$ cat src/scmi_pkg.sv
// ----------------------------------------------------------------------------
// scmi_pkg
// Types and constants of the sorted colour map interpolator.
// ----------------------------------------------------------------------------
`default_nettype none

package scmi_pkg;

    localparam int DEF_TABLE_DEPTH = 16;

    // Operation codes of an input transaction.
    localparam logic [1:0] OP_CLEAR  = 2'd0;
    localparam logic [1:0] OP_INSERT = 2'd1;
    localparam logic [1:0] OP_LOOKUP = 2'd2;

    // Result status codes.
    localparam logic [1:0] ST_OK    = 2'd0;
    localparam logic [1:0] ST_FULL  = 2'd1;
    localparam logic [1:0] ST_EMPTY = 2'd2;

    typedef struct packed {
        logic signed [15:0] height;
        logic [23:0]        color;
    } entry_t;

endpackage

`default_nettype wire

$ cat src/scmi_ram.sv
// ----------------------------------------------------------------------------
// scmi_ram
// Generic single-write, single-read RAM with a registered read port.
// ----------------------------------------------------------------------------
`default_nettype none

module scmi_ram #(
    parameter int WIDTH = 40,
    parameter int DEPTH = 16
) (
    input  wire logic                     aclk,
    input  wire logic                     wr_en,
    input  wire logic [$clog2(DEPTH)-1:0] wr_addr,
    input  wire logic [WIDTH-1:0]         wr_data,
    input  wire logic [$clog2(DEPTH)-1:0] rd_addr,
    output logic      [WIDTH-1:0]         rd_data
);

    logic [WIDTH-1:0] mem [DEPTH];

    always_ff @(posedge aclk) begin
        if (wr_en) begin
            mem[wr_addr] <= wr_data;
        end
        rd_data <= mem[rd_addr];
    end

endmodule

`default_nettype wire

$ cat src/sorted_colormap_interpolator.sv
// ----------------------------------------------------------------------------
// sorted_colormap_interpolator
// Sorted table of (height, colour) entries mapping heights to colours.
// ----------------------------------------------------------------------------
// Input channel (s_valid/s_ready) carries an operation: clear, insert or
// look up. Every input transaction yields exactly one result transaction on
// the m_valid/m_ready channel, with the colour channels and a status code.
// One transaction is handled at a time: s_ready is high only while the
// sequencer is idle, which is from the cycle after the result is loaded.
// A clear, an unused operation or a rejected request goes straight to the
// result stage. An insert walks the table downwards, one entry per cycle
// through the RAM read port, shifting larger entries up; into an empty
// table it writes the new entry without a walk.
// A lookup reads the first and last entries and clamps to them, else scans
// upwards one entry per cycle; an exact match is taken as it is, and a height
// between two entries runs each colour channel through one shared multiplier
// and an 8-step shift-subtract divider.
// Reset empties the table at once; entry contents are not cleared. A finished
// result waits in the output register while the receiver stalls.
// ----------------------------------------------------------------------------
`default_nettype none

module sorted_colormap_interpolator #(
    parameter int TABLE_DEPTH = scmi_pkg::DEF_TABLE_DEPTH
) (
    input  wire logic               aclk,
    input  wire logic               aresetn,
    input  wire logic               s_valid,
    output logic                    s_ready,
    input  wire logic [1:0]         s_op,
    input  wire logic signed [15:0] s_height,
    input  wire logic [23:0]        s_entry_color,
    output logic                    m_valid,
    input  wire logic               m_ready,
    output logic [7:0]              m_red,
    output logic [7:0]              m_green,
    output logic [7:0]              m_blue,
    output logic [1:0]              m_status
);

    import scmi_pkg::*;

    localparam int IW = $clog2(TABLE_DEPTH);
    localparam int CW = $clog2(TABLE_DEPTH + 1);

    typedef enum logic [10:0] {
        S_IDLE     = 11'b000_0000_0001,
        S_INS_WAIT = 11'b000_0000_0010,
        S_INS_SCAN = 11'b000_0000_0100,
        S_INS_PUT  = 11'b000_0000_1000,
        S_LK_WAIT  = 11'b000_0001_0000,
        S_LK_FIRST = 11'b000_0010_0000,
        S_LK_LAST  = 11'b000_0100_0000,
        S_LK_SCAN  = 11'b000_1000_0000,
        S_MUL      = 11'b001_0000_0000,
        S_DIV      = 11'b010_0000_0000,
        S_RESP     = 11'b100_0000_0000
    } state_t;

    state_t             state_reg, state_next;
    logic [CW-1:0]      count_reg, count_next;
    logic [IW-1:0]      addr_reg, addr_next;
    logic [IW-1:0]      idx_reg, idx_next;
    logic [IW-1:0]      pos_reg, pos_next;
    logic signed [15:0] h_reg, h_next;
    logic [23:0]        new_color_reg, new_color_next;
    entry_t             prev_reg, prev_next;
    logic [23:0]        nxt_color_reg, nxt_color_next;
    logic [15:0]        den_reg, den_next;
    logic [15:0]        num_reg, num_next;
    logic [1:0]         ch_reg, ch_next;
    logic [23:0]        rem_reg, rem_next;
    logic [7:0]         q_reg, q_next;
    logic [2:0]         bit_reg, bit_next;
    logic               neg_reg, neg_next;
    logic [7:0]         base_reg, base_next;
    logic [23:0]        res_color_reg, res_color_next;
    logic [1:0]         res_status_reg, res_status_next;
    logic               m_valid_reg, m_valid_next;
    logic [23:0]        m_color_reg, m_color_next;
    logic [1:0]         m_status_reg, m_status_next;

    logic               ram_wr_en;
    logic [IW-1:0]      ram_wr_addr;
    entry_t             ram_wr_data;
    entry_t             rd_entry;

    logic [7:0]         chan_a, chan_b, mag;
    logic [23:0]        trial;
    logic [7:0]         q_step;
    logic [7:0]         q_fin;
    logic [7:0]         chan_res;

    function automatic logic [7:0] pick_chan(input logic [23:0] c, input logic [1:0] ch);
        logic [7:0] r;
        case (ch)
            2'd0:    r = c[23:16];
            2'd1:    r = c[15:8];
            default: r = c[7:0];
        endcase
        return r;
    endfunction

    scmi_ram #(
        .WIDTH ($bits(entry_t)),
        .DEPTH (TABLE_DEPTH)
    ) u_table (
        .aclk    (aclk),
        .wr_en   (ram_wr_en),
        .wr_addr (ram_wr_addr),
        .wr_data (ram_wr_data),
        .rd_addr (addr_reg),
        .rd_data (rd_entry)
    );

    // Shared datapath: channel difference, multiplier and one divider step.
    assign chan_a   = pick_chan(prev_reg.color, ch_reg);
    assign chan_b   = pick_chan(nxt_color_reg, ch_reg);
    assign mag      = (chan_b < chan_a) ? (chan_a - chan_b) : (chan_b - chan_a);
    assign trial    = {8'b0, den_reg} << bit_reg;
    assign q_step   = q_reg | (8'd1 << bit_reg);
    assign q_fin    = (rem_reg >= trial) ? q_step : q_reg;
    assign chan_res = neg_reg ? (base_reg - q_fin) : (base_reg + q_fin);

    assign s_ready  = (state_reg == S_IDLE);
    assign m_valid  = m_valid_reg;
    assign m_red    = m_color_reg[23:16];
    assign m_green  = m_color_reg[15:8];
    assign m_blue   = m_color_reg[7:0];
    assign m_status = m_status_reg;

    always_comb begin
        state_next      = state_reg;
        count_next      = count_reg;
        addr_next       = addr_reg;
        idx_next        = idx_reg;
        pos_next        = pos_reg;
        h_next          = h_reg;
        new_color_next  = new_color_reg;
        prev_next       = prev_reg;
        nxt_color_next  = nxt_color_reg;
        den_next        = den_reg;
        num_next        = num_reg;
        ch_next         = ch_reg;
        rem_next        = rem_reg;
        q_next          = q_reg;
        bit_next        = bit_reg;
        neg_next        = neg_reg;
        base_next       = base_reg;
        res_color_next  = res_color_reg;
        res_status_next = res_status_reg;
        m_valid_next    = m_valid_reg;
        m_color_next    = m_color_reg;
        m_status_next   = m_status_reg;
        ram_wr_en       = 1'b0;
        ram_wr_addr     = pos_reg;
        ram_wr_data     = '{height: h_reg, color: new_color_reg};

        if (m_valid_reg && m_ready) begin
            m_valid_next = 1'b0;
        end

        case (state_reg)
            S_IDLE: begin
                if (s_valid) begin
                    h_next          = s_height;
                    new_color_next  = s_entry_color;
                    res_color_next  = '0;
                    res_status_next = ST_OK;
                    state_next      = S_RESP;
                    case (s_op)
                        OP_CLEAR: begin
                            count_next = '0;
                        end
                        OP_INSERT: begin
                            if (count_reg == CW'(TABLE_DEPTH)) begin
                                res_status_next = ST_FULL;
                            end else if (count_reg == '0) begin
                                pos_next   = '0;
                                state_next = S_INS_PUT;
                            end else begin
                                addr_next  = IW'(count_reg - CW'(1));
                                idx_next   = IW'(count_reg - CW'(1));
                                state_next = S_INS_WAIT;
                            end
                        end
                        OP_LOOKUP: begin
                            if (count_reg == '0) begin
                                res_status_next = ST_EMPTY;
                            end else begin
                                addr_next  = '0;
                                state_next = S_LK_WAIT;
                            end
                        end
                        default: begin
                            state_next = S_RESP;
                        end
                    endcase
                end
            end

            S_INS_WAIT: begin
                addr_next  = addr_reg - IW'(1);
                state_next = S_INS_SCAN;
            end

            // Walk downwards; every entry above the new height moves up one slot.
            S_INS_SCAN: begin
                if (rd_entry.height > h_reg) begin
                    ram_wr_en   = 1'b1;
                    ram_wr_addr = idx_reg + IW'(1);
                    ram_wr_data = rd_entry;
                    if (idx_reg == '0) begin
                        pos_next   = '0;
                        state_next = S_INS_PUT;
                    end else begin
                        idx_next  = idx_reg - IW'(1);
                        addr_next = addr_reg - IW'(1);
                    end
                end else begin
                    pos_next   = idx_reg + IW'(1);
                    state_next = S_INS_PUT;
                end
            end

            S_INS_PUT: begin
                ram_wr_en  = 1'b1;
                count_next = count_reg + CW'(1);
                state_next = S_RESP;
            end

            S_LK_WAIT: begin
                addr_next  = IW'(count_reg - CW'(1));
                state_next = S_LK_FIRST;
            end

            S_LK_FIRST: begin
                prev_next  = rd_entry;
                addr_next  = IW'(1);
                state_next = S_LK_LAST;
            end

            // Clamp at or below the first entry and at or above the last, else scan from entry one.
            S_LK_LAST: begin
                if (h_reg <= prev_reg.height) begin
                    res_color_next = prev_reg.color;
                    state_next     = S_RESP;
                end else if (h_reg >= rd_entry.height) begin
                    res_color_next = rd_entry.color;
                    state_next     = S_RESP;
                end else begin
                    addr_next  = addr_reg + IW'(1);
                    state_next = S_LK_SCAN;
                end
            end

            S_LK_SCAN: begin
                if (rd_entry.height == h_reg) begin
                    res_color_next = rd_entry.color;
                    state_next     = S_RESP;
                end else if (rd_entry.height > h_reg) begin
                    nxt_color_next = rd_entry.color;
                    den_next       = rd_entry.height - prev_reg.height;
                    num_next       = h_reg - prev_reg.height;
                    ch_next        = '0;
                    state_next     = S_MUL;
                end else begin
                    prev_next = rd_entry;
                    addr_next = addr_reg + IW'(1);
                end
            end

            S_MUL: begin
                rem_next   = {16'b0, mag} * {8'b0, num_reg};
                neg_next   = chan_b < chan_a;
                base_next  = chan_a;
                q_next     = '0;
                bit_next   = 3'd7;
                state_next = S_DIV;
            end

            // The quotient never exceeds the channel difference, so eight steps suffice.
            S_DIV: begin
                if (rem_reg >= trial) begin
                    rem_next = rem_reg - trial;
                    q_next   = q_step;
                end
                bit_next = bit_reg - 3'd1;
                if (bit_reg == 3'd0) begin
                    case (ch_reg)
                        2'd0:    res_color_next[23:16] = chan_res;
                        2'd1:    res_color_next[15:8]  = chan_res;
                        default: res_color_next[7:0]   = chan_res;
                    endcase
                    if (ch_reg == 2'd2) begin
                        state_next = S_RESP;
                    end else begin
                        ch_next    = ch_reg + 2'd1;
                        state_next = S_MUL;
                    end
                end
            end

            S_RESP: begin
                if (!m_valid_reg || m_ready) begin
                    m_valid_next  = 1'b1;
                    m_color_next  = res_color_reg;
                    m_status_next = res_status_reg;
                    state_next    = S_IDLE;
                end
            end

            default: begin
                state_next = S_IDLE;
            end
        endcase
    end

    always_ff @(posedge aclk) begin
        if (!aresetn) begin
            state_reg   <= S_IDLE;
            count_reg   <= '0;
            m_valid_reg <= 1'b0;
        end else begin
            state_reg   <= state_next;
            count_reg   <= count_next;
            m_valid_reg <= m_valid_next;
        end
    end

    always_ff @(posedge aclk) begin
        addr_reg       <= addr_next;
        idx_reg        <= idx_next;
        pos_reg        <= pos_next;
        h_reg          <= h_next;
        new_color_reg  <= new_color_next;
        prev_reg       <= prev_next;
        nxt_color_reg  <= nxt_color_next;
        den_reg        <= den_next;
        num_reg        <= num_next;
        ch_reg         <= ch_next;
        rem_reg        <= rem_next;
        q_reg          <= q_next;
        bit_reg        <= bit_next;
        neg_reg        <= neg_next;
        base_reg       <= base_next;
        res_color_reg  <= res_color_next;
        res_status_reg <= res_status_next;
        m_color_reg    <= m_color_next;
        m_status_reg   <= m_status_next;
    end

endmodule

`default_nettype wire

$ cat config.mk
export PLATFORM = sky130hd
export DESIGN_NAME = sorted_colormap_interpolator
export DESIGN_NICKNAME = d
export VERILOG_FILES = /design/src/scmi_pkg.sv /design/src/scmi_ram.sv /design/src/sorted_colormap_interpolator.sv
export SDC_FILE = /design/constraint.sdc
export NUM_CORES = 1
export LEC_CHECK = 0
export BUFFER_PORTS_ARGS = -buffer_cell sky130_fd_sc_hd__buf_4
export CAP_MARGIN = 20
export CORE_AREA = 2 2 406 368
export DETAILED_ROUTE_END_ITERATION = 6
export DIE_AREA = 0 0 408 370
export MAX_ROUTING_LAYER = met4
export SLEW_MARGIN = 40
export SYNTH_ARGS = -nofsm -noshare
export SYNTH_HDL_FRONTEND = slang
export SYNTH_SLANG_ARGS = --single-unit
$ cat constraint.sdc
create_clock -name aclk -period 8.9 [get_ports aclk]
set_clock_uncertainty 0.2 [all_clocks]
set_input_delay 2.67 -clock aclk [delete_from_list [all_inputs] [get_ports aclk]]
set_output_delay 2.67 -clock aclk [all_outputs]
set_load 0.05 [all_outputs]
### Word-level counts from Yosys, hierarchy flattened

Memories as Yosys holds them, arrays and structs flattened. A register that Yosys moved wholly into a read port is not among the register bits.
Index checks and enable logic that the tools add are counted.

* add/sub/neg operators: 15
* multiply operators: 1
* $lt $le $gt $ge: 5
* equality and inequality tests: 45
* shifts and indexed selects: 2
* muxes and demuxes: 82
* bitwise gates (word level): 2
* reductions and logical operators: 30

Operator list (count)
* $mux 40: 4
* $mux 24: 6
* $mux 11: 12
* $pmux 11 s11: 1
* $pmux 24 s4: 1
* $mux 4: 23
* $pmux 40 s2: 1
* $mux 8: 6
* $pmux 24 s2: 1
* $pmux 8 s2: 3
* $ne 2x2->1 const B: 16
* $sub 16x16->16: 2
* $pmux 4 s7: 1
* $ge 24x24->1: 1
* $mul 8x16->24: 1
* $pmux 4 s2: 3
* $reduce_and 6->1: 4
* $shl 16x3->24: 1
* $sub 24x24->24: 1
* $sub 8x8->8: 3
* $pmux 11 s2: 1
* $ne 3x3->1 const B: 6
* $eq 16x16->1: 1
* $ge 16x16->1: 1
* other kinds (51): 82

* register bits: 263
* memory bits (writable): 640
* input bits: 46
* output and inout bits: 28
* logic and storage cells: 208
* memories kept: 1

Memories
* u_table.mem: words 16, width 40, rd ports 1, clocked after memory_dff 1, wr ports 1, RTL line scmi_ram.sv:19 `logic [WIDTH-1:0] mem [DEPTH];`

### Depth between registers and ports, before layout

* word-level depth: 8
* gate-level depth with buffers: 39
* mapped depth without buffers: 36

### By module

Synthesis repeated with hierarchy kept, for this count alone.

* cells, all modules: 2929
* area, all modules: 44800.5 um^2

Modules (own cells, without submodules)
* scmi_ram: instances 1, cells each 1040, area an instance 25132.9 um^2, sequential area each 20019.2 um^2
* sorted_colormap_interpolator: instances 1, cells each 1889, area an instance 19667.6 um^2, sequential area each 7727.4 um^2

### Worst setup path after synthesis

OpenSTA, ideal clock, no wires.

* path type: reg-to-reg
* start point: register ch_reg[0]
* end point: register rem_reg[22] (data pin)
* arrival time: 7769 ps
* setup slack: 663 ps
* stages on the path, launching flop included: 38
* buffers on the path: 3
* clock period less this slack: 8237 ps
* cell sequence: edfxtp_1 inv_1 ha_1 clkbuf_1 nor2_1 clkbuf_1 a21oi_1 inv_1 ha_1 fa_1 nor2b_1 o21bai_1 a31oi_4 nor2_8 mux2_4 a31o_4 a31oi_4 xnor2_1 [2 not listed] fa_1 fa_1 inv_1 fa_1 inv_1 fa_1 inv_1 ha_1 o21ai_0 a21oi_1 a41oi_1 o21ai_0 nand3_1 o31ai_1 a21o_1 a21oi_1 xor2_1 mux2i_1

* cells in the longest elaborated chain, start to end: 6
* elaborated cells between the ends (all ways): 10

RTL lines
* start, declared: RTL line sorted_colormap_interpolator.sv:71 `logic [1:0] ch_reg, ch_next;`
* start signal, assigned: RTL line sorted_colormap_interpolator.sv:341 `ch_reg <= ch_next;`
* $eq 2x1->1 or $logic_not 2->1 (tied branches): RTL line sorted_colormap_interpolator.sv:96 `case (ch)`
* $pmux 8 s2 *: RTL line sorted_colormap_interpolator.sv:96
* net chan_a[0]: RTL line sorted_colormap_interpolator.sv:88 `logic [7:0] chan_a, chan_b, mag;`
* $sub 8x8->8 or $lt 8x8->1 (tied branches): RTL line sorted_colormap_interpolator.sv:119 `assign mag = (chan_b < chan_a) ? (chan_a - chan_b) : (chan_b - chan_a);`
* $mux 8 *: RTL line sorted_colormap_interpolator.sv:119
* $mul 8x16->24 *: RTL line sorted_colormap_interpolator.sv:274 `rem_next = {16'b0, mag} * {8'b0, num_reg};`
* $pmux 24 s2 *: RTL line sorted_colormap_interpolator.sv:163 `case (state_reg)`
* net rem_next[22]: RTL line sorted_colormap_interpolator.sv:72 `logic [23:0] rem_reg, rem_next;`
* end signal, assigned: RTL line sorted_colormap_interpolator.sv:342 `rem_reg <= rem_next;`
* end, declared: RTL line sorted_colormap_interpolator.sv:72

The timed path passes the listed nets; every way through them passes the cells marked *.
A chain may end at the register's enable or synchronous reset.

### Worst setup path in the final report

Ends and elaborated chain as after synthesis.

==> impl_metrics.ini <==
[clocking]
htree_levels = 3
clock_path_buffers = 3
clkSlewWorstSetupHoldPaths_ns = 0.07
cts_inserted_buffers = 93
numClockSinks = 943
clock_latency_ns = 0.72
cts_tree = built
ctsHoldBuffers = 0
clockRootBuffer = clkbuf_16

[drt]
num_vias = 24100
wl_per_cell_um = 21.0
wirelength_um = 105000
final_antenna_net_count = 0
drt-vias-per-instance = 4.83
dr.pass1.iters = 5
first_iter_violations = 2270
drc = 0

[layout]
syn_to_final_growth_pct = 15.8
final_cell_mix = 886 x edfxtp_1, 206 x mux4_2, 202 x nand2_1
multiInputGateArea_um2 = 15200
final-seq-area_um2 = 27700
finalNetCount = 3226
final_common_cell = edfxtp_1
drive_above_1_share_pct = 19.0
fillers = 13900
largest_register_ffs = 640

[power_and_ir_drop]
ir_drop_v = 0.000161
p_leak_uw = 0.0178
power_per_cell_area_nw_per_um2 = 186
power_uw = 9430

[synth]
synthCells = 2782
syn_nets = 3075
yosys_warnings = 0
synthFlopType = edfxtp_1
synth-seq-cells = 943
synth_top_area_share_pct = 60.8
synth_edf_count = 886
syn_area_um2 = 43800
synth_cell_types = 79
yosysSeqAreaShare_pct = 63.4
synth-async-reset-ratio_pct = 0
yosysTopAreaCell = edfxtp_1
syn_avg_cell_area_um2 = 15.7
netlist_top_cells_area = edfxtp_1 61%, mux4_2 11%, ha_1 4.5%

[grt]
grt_pass1_vias = 24000
gr-usage-all-layers_pct = 14.2
grt_pass1_wl_um = 156000
grt_max_degree = 65
grt.overflow.total = 0
antenna_found_initial = 6

[floorplan]
dieArea_um2 = 151000
die_height_um = 370
num_io_pins = 74
coreArea_um2 = 147000
rows = 134
fp.dieW_um = 408
start_util_pct = 29.8

[setup_path]
endpoint_kind = register
cp_data_arrival_time_ns = 8.69
startpoint_type = register
r2r-start = ch_reg[0]
max_stage_delay_ns = 0.52
crit_path_start = ch_reg[0]
crit_slowest_cell = fa_1
crit_path_max_fanout = 10
critical_path_class = register to register
crit_top_cell = fa_1
crit_required_ns = 9.11

[min_path]
min_from = res_color_reg[8]
worst_hold_path_type = register to register

[sta]
period_minus_slack_ns = 8.48
fin_ws_ns = 0.421
max-slew-margin-rel_pct = 40.4
timing.hold.ws_ns = 0.211
post-route-period-util_pct = 95.3
tightest_slew_ns = 0.894
finalSetupViolations = 0
finalHoldViolCount = 0
finalSetupTns_ns = 0
max_freq_ghz = 0.118
maxSlewViolCount = 0

[job]
maxCapViolCount = 0

[place]
dp_slack_ns = 0.160
gp_routability_congestion = 0.846
hpwl_um = 67200
portBuffers = 73

[run_status]
outcome = completed
-- kinds of logic (layout without fill, tap and decap cells) --
kind of cell / count (synthesis) / count (layout) / share of synthesized area, %
flip-flops: 943 / 943 / 63.4
AO/OA/AOI/OAI: 367 / 367 / 5.59
other: 0 / 2 / 0
XOR/XNOR: 88 / 88 / 1.79
AND/OR/NAND/NOR: 609 / 609 / 6.80
multiplexers: 236 / 236 / 11.3
buffers and inverters: 292 / 524 / 2.54
adder cells (fa/ha/maj): 247 / 247 / 8.62
-- worst max-delay path, delay by kind of cell, from the launching register on --
kind                     cells  cell delay (ns)
adder cells (fa/ha/maj)      8             3.07
AO/OA/AOI/OAI               14             2.67
buffers and inverters        7             0.75
AND/OR/NAND/NOR              5             0.56
multiplexers                 2             0.40
flip-flops                   1             0.39
XOR/XNOR                     1             0.15
-- cells in the mapped netlist (all sizes together), types with 7 or more instances --
master  number
mux4       206
nand2b      23
ha         156
and3        11
fa          91
a211oi      10
xnor2       49
and2        88
o21bai       7
edfxtp     886
mux2i       27
nand4       12
nand2      204
a22o        15
nor2b       47
clkbuf      72
inv        195
dfxtp       57
buf         24
a31oi       13
nand3       21
nor3        35
or3         11
nor4         7
nor2       125
o21a        12
o31ai        7
a21o        33
xor2        38
a21oi      118
a221o       25
o21ai       79
-- final cells by class --
cell class              count  share of cell area [%]
multi-input cells        1547                    30.0
flip-flops and latches    943                    54.7
diodes                      2                 0.00987
well taps                1972                    4.86
clock inverters            53                    1.45
repair buffers            152                    2.52
clock buffers             123                    4.99
inverters                 196                    1.45
-- path summary, 6_finish.rpt --
kind | end | slack (ns) | depth (start not counted)
min reg2reg | m_color_reg[8] | 0.21 | 0
max | rem_reg[22] | 0.42 | 37
min | m_color_reg[8] | 0.21 | 0
max reg2reg | rem_reg[22] | 0.42 | 37
-- metal layers --
layer | global-route usage, % | routed length [um] | vias to the layer above
met4 | 3.30 | 2250 | 0
met5 | - | 0 | -
met2 | 22.5 | 50000 | 642
met1 | 18.9 | 46200 | 12400
met3 | 2.66 | 6470 | 141
li1 | - | - | 10900
-- metrics by stage --
stage | cells | utilization, % | instance area, um^2
finish | 4988 | 34.5 | 50700
global route | 4986 | 34.5 | 50700
CTS | 4985 | 34.4 | 50600
detailed placement | 4809 | 32.2 | 47400
global placement | 4798 | 32.0 | 47100
floorplan | 2782 | - | 43800
-- where the power goes --
group	leakage, uW	switching, uW	internal [uW]	total [uW]
registers	0.00846	22.6	4940	4970
logic	0.00775	215	81.1	296
clock network	0.00157	1730	2430	4160
-- what timing repair did --
action / 4_1_cts / 5_1_grt
setup endpoints to repair: 0 / 9
setup buffers: 0 / 1
gates resized for setup: 0 / 12
Note: power is estimated with default switching activity, not from simulation.
